==> src/sv/cssc_pkg.sv <==
`default_nettype none

package cssc_pkg;

	// Number of digits scanned and filled
	localparam int DIGITS = 8;
	localparam int IDX_W  = (DIGITS > 1) ? $clog2(DIGITS) : 1;
	localparam int CNT_W  = $clog2(DIGITS + 1);

	// Frame layout: sixteen bits, three ticks each, then one long tick
	localparam int WORD_W     = 16;
	localparam int BITPOS_W   = $clog2(WORD_W + 1);
	localparam int LIMIT_W    = 16;
	localparam logic [LIMIT_W-1:0] IDLE_RESET = 16'd2000;
	localparam logic [LIMIT_W-1:0] IDLE_MAX   = 16'hFFFF;

	// Operation codes of an input item
	localparam logic OP_TICK = 1'b0;
	localparam logic OP_BYTE = 1'b1;

	// Phases within one bit
	localparam logic [1:0] PHASE_FALL = 2'd0;
	localparam logic [1:0] PHASE_RISE = 2'd1;
	localparam logic [1:0] PHASE_HOLD = 2'd2;

	// Power-up pattern shown before any byte arrives
	localparam logic [7:0] GREETING [8] = '{
		8'h02, 8'h6E, 8'h9E, 8'h1C, 8'h1C, 8'hFC, 8'h41, 8'h02
	};

	// Line behaviour for one tick
	typedef struct packed {
		logic level;
		logic glitch;
		logic latch;
		logic frame_end;
	} cssc_tick_t;

	// One result item
	typedef struct packed {
		logic       serial_level;
		logic       serial_glitch;
		logic       latch_pulse;
		logic       long_next_tick;
		logic       forward_valid;
		logic [7:0] forward_byte;
	} cssc_result_t;

	// Shift word: segment byte high, active-low digit select low
	function automatic logic [WORD_W-1:0] word_for(input logic [7:0] seg,
			input logic [IDX_W-1:0] d);
		logic [7:0] sel;
		sel = ~(8'h80 >> d);
		return {seg, sel};
	endfunction

endpackage

`default_nettype wire

==> src/sv/cssc_in_if.sv <==
`default_nettype none

interface cssc_in_if;
	logic       valid;
	logic       ready;
	logic       operation;
	logic [7:0] rx_byte;

	modport source (output valid, output operation, output rx_byte, input ready);
	modport sink (input valid, input operation, input rx_byte, output ready);
endinterface

`default_nettype wire

==> src/sv/cssc_out_if.sv <==
`default_nettype none

interface cssc_out_if;
	logic       valid;
	logic       ready;
	logic       serial_level;
	logic       serial_glitch;
	logic       latch_pulse;
	logic       long_next_tick;
	logic       forward_valid;
	logic [7:0] forward_byte;

	modport source (output valid, output serial_level, output serial_glitch,
		output latch_pulse, output long_next_tick, output forward_valid,
		output forward_byte, input ready);
	modport sink (input valid, input serial_level, input serial_glitch,
		input latch_pulse, input long_next_tick, input forward_valid,
		input forward_byte, output ready);
endinterface

`default_nettype wire

==> src/sv/cssc_tick_decode.sv <==
`default_nettype none

module cssc_tick_decode (
	input  wire logic [cssc_pkg::WORD_W-1:0]   shift_word,
	input  wire logic [cssc_pkg::BITPOS_W-1:0] bit_pos,
	input  wire logic [1:0]                    phase,
	input  wire logic                          line_state,
	output cssc_pkg::cssc_tick_t               tick
);

	logic bit_val;
	logic in_word;

	assign in_word = (bit_pos < cssc_pkg::BITPOS_W'(cssc_pkg::WORD_W));
	assign bit_val = shift_word[bit_pos[$clog2(cssc_pkg::WORD_W)-1:0]];

	// Drive the shift clock line for the current phase
	always_comb begin
		tick.level     = line_state;
		tick.glitch    = 1'b0;
		tick.latch     = 1'b0;
		tick.frame_end = !in_word;
		if (in_word) begin
			case (phase)
				cssc_pkg::PHASE_FALL: begin
					tick.level  = bit_val;
					tick.glitch = bit_val;
				end
				cssc_pkg::PHASE_RISE: begin
					tick.level = 1'b1;
				end
				default: begin
					tick.level = line_state;
				end
			endcase
			tick.latch = (bit_pos == cssc_pkg::BITPOS_W'(cssc_pkg::WORD_W - 1))
				&& (phase == cssc_pkg::PHASE_HOLD);
		end
	end

endmodule

`default_nettype wire

==> src/sv/chained_seven_segment_scanner.sv <==
// Multiplexed seven-segment scanner with a daisy-chained byte input.
//
// in_ch carries one item per event: operation selects a timer tick or a
// received serial byte (rx_byte). out_ch returns exactly one result item per
// input item: the shift clock line level, glitch, latch and long-tick flags
// for ticks, and the forwarded byte once all digit registers are filled.
// cfg_write_en/cfg_write_data set the idle limit, in frames, after which the
// next byte restarts filling at digit zero.
//
// The result sits in the output register in the cycle after the item is
// taken. Throughput is one item per cycle while the receiver keeps up; the
// state update and result are one short step of logic. in_ch.ready stays high
// while the output register is empty or being emptied, so a stalled
// receiver holds the result and back-pressures the input after one item.
//
// Reset loads the greeting pattern into the digits, the word for digit zero
// into the shift register, raises the line and sets the idle limit to 2000.
`default_nettype none

module chained_seven_segment_scanner (
	input  wire logic                          clk,
	input  wire logic                          arst_n,
	cssc_in_if.sink                            in_ch,
	cssc_out_if.source                         out_ch,
	input  wire logic                          cfg_write_en,
	input  wire logic [cssc_pkg::LIMIT_W-1:0]  cfg_write_data
);

	logic [7:0]                    digits_q [cssc_pkg::DIGITS];
	logic [cssc_pkg::WORD_W-1:0]   shift_word_q;
	logic [cssc_pkg::IDX_W-1:0]    digit_idx_q;
	logic [cssc_pkg::BITPOS_W-1:0] bit_pos_q;
	logic [1:0]                    phase_q;
	logic [cssc_pkg::CNT_W-1:0]    taken_q;
	logic [cssc_pkg::LIMIT_W-1:0]  idle_q;
	logic [cssc_pkg::LIMIT_W-1:0]  limit_q;
	logic                          line_q;
	logic                          out_valid_q;
	cssc_pkg::cssc_result_t        res_q;

	cssc_pkg::cssc_tick_t          tick;
	logic                          accept;
	logic                          is_byte;
	logic [cssc_pkg::CNT_W-1:0]    taken_eff;
	logic                          digits_full;
	logic [cssc_pkg::IDX_W-1:0]    next_idx;

	cssc_tick_decode u_tick (
		.shift_word (shift_word_q),
		.bit_pos    (bit_pos_q),
		.phase      (phase_q),
		.line_state (line_q),
		.tick       (tick)
	);

	assign in_ch.ready = !out_valid_q || out_ch.ready;
	assign accept      = in_ch.valid && in_ch.ready;
	assign is_byte     = (in_ch.operation == cssc_pkg::OP_BYTE);

	// Restart the fill count after a long enough silence
	assign taken_eff   = (idle_q > limit_q) ? '0 : taken_q;
	assign digits_full = (taken_eff >= cssc_pkg::CNT_W'(cssc_pkg::DIGITS));

	assign next_idx = (digit_idx_q == cssc_pkg::IDX_W'(cssc_pkg::DIGITS - 1))
		? '0 : digit_idx_q + 1'b1;

	// Hold the idle limit
	always_ff @(posedge clk or negedge arst_n) begin
		if (!arst_n) begin
			limit_q <= cssc_pkg::IDLE_RESET;
		end else if (cfg_write_en) begin
			limit_q <= cfg_write_data;
		end
	end

	// Fill digit registers from received bytes
	always_ff @(posedge clk or negedge arst_n) begin
		if (!arst_n) begin
			for (int i = 0; i < cssc_pkg::DIGITS; i++) begin
				digits_q[i] <= cssc_pkg::GREETING[i];
			end
		end else if (accept && is_byte && !digits_full) begin
			digits_q[taken_eff[cssc_pkg::IDX_W-1:0]] <= in_ch.rx_byte;
		end
	end

	// Advance the scan and byte bookkeeping
	always_ff @(posedge clk or negedge arst_n) begin
		if (!arst_n) begin
			shift_word_q <= cssc_pkg::word_for(cssc_pkg::GREETING[0], '0);
			digit_idx_q  <= '0;
			bit_pos_q    <= '0;
			phase_q      <= cssc_pkg::PHASE_FALL;
			taken_q      <= '0;
			idle_q       <= '0;
			line_q       <= 1'b1;
		end else if (accept) begin
			if (is_byte) begin
				idle_q <= '0;
				taken_q <= digits_full ? cssc_pkg::CNT_W'(cssc_pkg::DIGITS)
					: taken_eff + 1'b1;
			end else if (tick.frame_end) begin
				if (idle_q != cssc_pkg::IDLE_MAX) begin
					idle_q <= idle_q + 1'b1;
				end
				digit_idx_q  <= next_idx;
				shift_word_q <= cssc_pkg::word_for(digits_q[next_idx], next_idx);
				bit_pos_q    <= '0;
				phase_q      <= cssc_pkg::PHASE_FALL;
			end else begin
				line_q <= tick.level;
				if (phase_q == cssc_pkg::PHASE_HOLD) begin
					phase_q   <= cssc_pkg::PHASE_FALL;
					bit_pos_q <= bit_pos_q + 1'b1;
				end else begin
					phase_q <= phase_q + 1'b1;
				end
			end
		end
	end

	// Track the output register occupancy
	always_ff @(posedge clk or negedge arst_n) begin
		if (!arst_n) begin
			out_valid_q <= 1'b0;
		end else if (accept) begin
			out_valid_q <= 1'b1;
		end else if (out_ch.ready) begin
			out_valid_q <= 1'b0;
		end
	end

	// Load the result item
	always_ff @(posedge clk) begin
		if (accept) begin
			if (is_byte) begin
				res_q.serial_level   <= line_q;
				res_q.serial_glitch  <= 1'b0;
				res_q.latch_pulse    <= 1'b0;
				res_q.long_next_tick <= 1'b0;
				res_q.forward_valid  <= digits_full;
				res_q.forward_byte   <= digits_full ? in_ch.rx_byte : 8'h00;
			end else begin
				res_q.serial_level   <= tick.frame_end ? line_q : tick.level;
				res_q.serial_glitch  <= tick.glitch;
				res_q.latch_pulse    <= tick.latch;
				res_q.long_next_tick <= tick.latch;
				res_q.forward_valid  <= 1'b0;
				res_q.forward_byte   <= 8'h00;
			end
		end
	end

	assign out_ch.valid          = out_valid_q;
	assign out_ch.serial_level   = res_q.serial_level;
	assign out_ch.serial_glitch  = res_q.serial_glitch;
	assign out_ch.latch_pulse    = res_q.latch_pulse;
	assign out_ch.long_next_tick = res_q.long_next_tick;
	assign out_ch.forward_valid  = res_q.forward_valid;
	assign out_ch.forward_byte   = res_q.forward_byte;

endmodule

`default_nettype wire

==> src/flat_wrapper.sv <==
// flat-port wrapper written by rule: the top's interface ports become plain ports
module chained_seven_segment_scanner_flat 
  (clk, arst_n, cfg_write_en, cfg_write_data, in_ch_valid, in_ch_operation, in_ch_rx_byte, in_ch_ready, out_ch_valid, out_ch_serial_level, out_ch_serial_glitch, out_ch_latch_pulse, out_ch_long_next_tick, out_ch_forward_valid, out_ch_forward_byte, out_ch_ready);
  cssc_in_if in_ch_i ();
  cssc_out_if out_ch_i ();
  input  wire logic clk;
  input  wire logic arst_n;
  input  wire logic cfg_write_en;
  input  wire logic [cssc_pkg::LIMIT_W-1:0] cfg_write_data;
  input wire logic [$bits(in_ch_i.valid)-1:0] in_ch_valid;
  input wire logic [$bits(in_ch_i.operation)-1:0] in_ch_operation;
  input wire logic [$bits(in_ch_i.rx_byte)-1:0] in_ch_rx_byte;
  output wire logic [$bits(in_ch_i.ready)-1:0] in_ch_ready;
  output wire logic [$bits(out_ch_i.valid)-1:0] out_ch_valid;
  output wire logic [$bits(out_ch_i.serial_level)-1:0] out_ch_serial_level;
  output wire logic [$bits(out_ch_i.serial_glitch)-1:0] out_ch_serial_glitch;
  output wire logic [$bits(out_ch_i.latch_pulse)-1:0] out_ch_latch_pulse;
  output wire logic [$bits(out_ch_i.long_next_tick)-1:0] out_ch_long_next_tick;
  output wire logic [$bits(out_ch_i.forward_valid)-1:0] out_ch_forward_valid;
  output wire logic [$bits(out_ch_i.forward_byte)-1:0] out_ch_forward_byte;
  input wire logic [$bits(out_ch_i.ready)-1:0] out_ch_ready;
  assign in_ch_i.valid = in_ch_valid;
  assign in_ch_i.operation = in_ch_operation;
  assign in_ch_i.rx_byte = in_ch_rx_byte;
  assign in_ch_ready = in_ch_i.ready;
  assign out_ch_valid = out_ch_i.valid;
  assign out_ch_serial_level = out_ch_i.serial_level;
  assign out_ch_serial_glitch = out_ch_i.serial_glitch;
  assign out_ch_latch_pulse = out_ch_i.latch_pulse;
  assign out_ch_long_next_tick = out_ch_i.long_next_tick;
  assign out_ch_forward_valid = out_ch_i.forward_valid;
  assign out_ch_forward_byte = out_ch_i.forward_byte;
  assign out_ch_i.ready = out_ch_ready;
  chained_seven_segment_scanner u_core (.clk(clk), .arst_n(arst_n), .in_ch(in_ch_i), .out_ch(out_ch_i), .cfg_write_en(cfg_write_en), .cfg_write_data(cfg_write_data));
endmodule
==> config.mk <==
export PLATFORM = sky130hd
export DESIGN_NAME = chained_seven_segment_scanner_flat
export DESIGN_NICKNAME = d
export VERILOG_FILES = /design/src/sv/cssc_pkg.sv /design/src/sv/cssc_in_if.sv /design/src/sv/cssc_out_if.sv /design/src/sv/cssc_tick_decode.sv /design/src/sv/chained_seven_segment_scanner.sv /design/src/flat_wrapper.sv
export SDC_FILE = /design/constraint.sdc
export NUM_CORES = 1
export LEC_CHECK = 0
export ABC_AREA = 1
export BUFFER_PORTS_ARGS = -buffer_cell sky130_fd_sc_hd__buf_4
export CAP_MARGIN = 40
export CELL_PAD_IN_SITES_DETAIL_PLACEMENT = 1
export CELL_PAD_IN_SITES_GLOBAL_PLACEMENT = 2
export CORE_UTILIZATION = 32
export CTS_CLUSTER_SIZE = 8
export DETAILED_ROUTE_END_ITERATION = 8
export PLACE_DENSITY_LB_ADDON = 0.08
export SYNTH_ARGS = -nofsm -noshare
export SYNTH_HDL_FRONTEND = slang
export SYNTH_SLANG_ARGS = --single-unit
export TNS_END_PERCENT = 20
==> constraint.sdc <==
create_clock -name clk -period 3.5 [get_ports clk]
set_clock_uncertainty 0.15 [all_clocks]
set_input_delay 0.175 -clock clk [delete_from_list [all_inputs] [get_ports clk]]
set_output_delay 0.175 -clock clk [all_outputs]
set_load 0.02 [all_outputs]
==> out/results.txt <==
ys async rst share -> 91.4%
Synth top cells by count -> nand2_1, inv_1, dfrtp_1
vias in the first global route -> 6740
count leader, synth -> nand2_1
yosys warns -> 0
cell-internal power -> 3.52 mW
Slew Limit Fails -> 0
FF/Latch Area -> 0.00361 mm²
critical path type -> reg -> reg
Inserted Clock Buffers -> 17
vias -> 6236
sequential cell area fraction in the yosys report -> 47.6%
Mapped Area -> 0.00759 mm²
Seq cells post-synth -> 140
Fin Setup TNS -> 0 ps
status -> finished clean
Filler cells -> 2706
Final Cycle Share -> 83.6%
Post-Layout Inst Area -> 0.00915 mm²
cell family with most CP delay -> simple AND/OR/NAND/NOR gates
clock sinks -> 140
worst setup margin -> 575 ps
number of enable flip-flop cells after synthesis -> 12
area leader, netlist -> dfrtp_1
io pins -> 45
CP bufs+invs -> 1
H-Tree Depth -> 4
synth unique cells -> 48
number of nets in the layout -> 1026
Core ar. -> 0.0229 mm²
Placer Congestion -> 0.759
Comb pwr share -> 31.6%
fmax -> 342 MHz
hold_buf cts -> 42
dominant synthesized flop cell -> dfrtp_1
DRC Markers -> 0
Rel. slew slack -> 44.0%
final core area utilization -> 39.9%
GRT overflow -> 0
P_leak -> 4.18 nW
WP data required -> 3660 ps
# port buffers -> 44
initial antenna violation count -> 0
Crit path top cell by count -> nand2_1
setup violators final -> 0
clk slew on worst S/H paths -> 60 ps
first-pass GRT wire length -> 37.1 mm
Reg power frac -> 39.4%
Root Driver -> clkbuf_16
pwr dens -> 618 mW/mm²
total iterations of the first detailed-routing run -> 4
share of cells above drive strength 1 -> 15.8%
Cells after Synth -> 896
Yosys top cell area share -> 28.7%
Slew @ Worst Pin -> 840 ps
total track usage -> 20.0%
CP max-delay cell -> nand2_2
Crit Path Max Fanout -> 34
full die area -> 0.0243 mm²
Min-Delay Path Class -> in -> reg
Worst Path Arrival -> 3080 ps
clock power share -> 29.0%
Net Sw Frac -> 37.7%
Avg Inst Size Synth -> 8.47 µm²
Critical Path, Cell by Cell -> inv_1 > ha_1 > nand2_1 > nand2_1 > nand3_1 > nand2_1 > a21oi_1 > nand2_2 > nand2_4 > nand2_1 > nand2_2 > nor2_4 > nand2_1 > nand2_1
ANT nets after route -> 0
CTS tree -> built
WL final -> 22.8 mm
Worst setup SP type -> flip-flop
final hold violation count -> 0
ant diodes -> 0
Synth-to-Final Area Change -> 20.6%
endpoint type of the worst setup path -> flip-flop
clk_lat worst skew -> 420 ps
post-cts resize count -> 0
MaxCap Viol Count -> 0
post-layout min period -> 2920 ps
drt wl/cell -> 17.6 µm
Die X -> 156 µm
Synth area leaders -> dfrtp_1, dfstp_2, nand2_1
Core Rows -> 55
Place WS -> 568 ps
Max VDD drop -> 0.258 mV
Sw Pwr -> 2.13 mW
Multi-input gate area -> 0.00331 mm²
post-DP HPWL -> 16.1 mm
RSZ-0062 raised after global routing -> false
post-CTS setup repair buffer count -> 0
Starting DRT DRC Count -> 295
vias per inst -> 4.81
Die Ht -> 156 µm
largest net degree at the start of global routing -> 59
syn_nets -> 951
slowest cell delay on critical path -> 570 ps
initial core utilization -> 33.1%
maximum root-to-sink buffer count -> 2
DP Area -> 0.00821 mm²
[logic make-up after synthesis]
kind of cell    Yosys count  synth area share [%]
flops                   140                  47.6
compound gates          203                  16.4
simple gates            351                  21.5
xor+xnor                 11                  1.27
mux                       2                 0.280
fa+ha+maj                25                  4.12
buf+inv                 164                  8.74
[power by group through the flow]
stage / clock, mW / combinational [mW] / sequential [mW]
final: 1.64 / 1.79 / 2.23
after global routing: 1.76 / 2.03 / 2.27
after CTS: 1.70 / 1.81 / 2.23
after detailed placement: 0 / 1.76 / 2.25
after global placement: 0 / 1.71 / 2.24
after floorplan: 0 / 1.15 / 2.19
[stage by stage]
| step | hold slack (ps) | total power, mW | std cells |
|---|---|---|---|
| floorplan | -271 | 3.34 | 896 |
| global placement | 174 | 3.95 | 1222 |
| detailed placement | 184 | 4.01 | 1223 |
| CTS | 0.164 | 5.73 | 1297 |
| global route | 32.8 | 6.06 | 1297 |
| finish | 14.7 | 5.65 | 1297 |
[state kept, by name, summed over array words and instances (netlist names)]
signal	count
u_core.bit_pos_q	5
u_core.digit_idx_q	3
u_core.digits_q	64
u_core.idle_q	16
u_core.limit_q	16
u_core.line_q	1
u_core.out_ch.forward_byte	8
u_core.out_ch.forward_valid	1
u_core.out_ch.latch_pulse	1
u_core.out_ch.serial_glitch	1
u_core.out_ch.serial_level	1
u_core.out_ch.valid	1
u_core.phase_q	2
u_core.shift_word_q	16
u_core.taken_q	4
[layer usage]
| metal | up-vias | wire, µm | share of wire (%) | track usage (%) |
|---|---|---|---|---|
| li1 | 3079 | - | - | - |
| met1 | 3049 | 11100 | 49 | 26.3 |
| met2 | 80 | 10600 | 47 | 33.2 |
| met3 | 28 | 572 | 2.5 | 3.33 |
| met4 | 0 | 473 | 2.1 | 7.10 |
| met5 | - | 0 | 0 | 0 |
[worst min-delay path, cell delays in order]
cell and delay, ps:
buf_4 200, nand2_1 80, o21ai_0 80
[worst paths after layout]
kind                       slack, ps                                  to                             from  cells past startpoint
hold / removal                    10       u_core.limit_q[2]$_DFFE_PN0P_                     cfg_write_en                      3
hold reg to reg                  330     u_core.digits_q[63]$_DFFE_PN0P_  u_core.digits_q[63]$_DFFE_PN0P_                      2
min in group asynchronous        250      u_core.limit_q[15]$_DFFE_PN0P_                           arst_n                      2
setup / recovery                 580      u_core.digits_q[7]$_DFFE_PN0P_    u_core.limit_q[9]$_DFFE_PN1P_                     14
setup reg to reg                 580      u_core.digits_q[7]$_DFFE_PN0P_    u_core.limit_q[9]$_DFFE_PN1P_                     14
max in group asynchronous       2020  u_core.shift_word_q[2]$_DFFE_PN1P_                           arst_n                      3
[placed cells by master, fill, tap and decap left out, types with 2 or more instances in the layout]
cell	count
a211oi_1	2
dfrtp_1	87
nor4_1	3
inv_1	120
xor2_1	10
nand3_4	2
a22oi_1	4
o22ai_1	3
clkinv_1	2
edfxtp_1	12
nand3_1	66
dlygate4sd3_1	42
ha_1	25
dfstp_2	41
o21ai_0	81
inv_2	2
clkinv_2	5
clkinvlp_4	3
nand2_2	5
nor2_4	8
clkbuf_16	17
nand4_1	7
clkbuf_1	5
nand4_2	3
o21bai_1	56
nand4_4	2
nand2_1	200
nor3_1	7
clkbuf_8	2
nor2_2	3
nor2_1	39
o31ai_1	9
a21oi_1	40
buf_4	52
[layout make-up]
class	instances	area share [%]
inverter	124	5.09
clock inverter	8	0.520
sequential	140	39.5
tap	313	4.28
timing repair buffer	96	9.25
clock buffer	24	5.16
multi-input combinational	592	36.2
No activity file was read; power rests on OpenSTA's default activity.
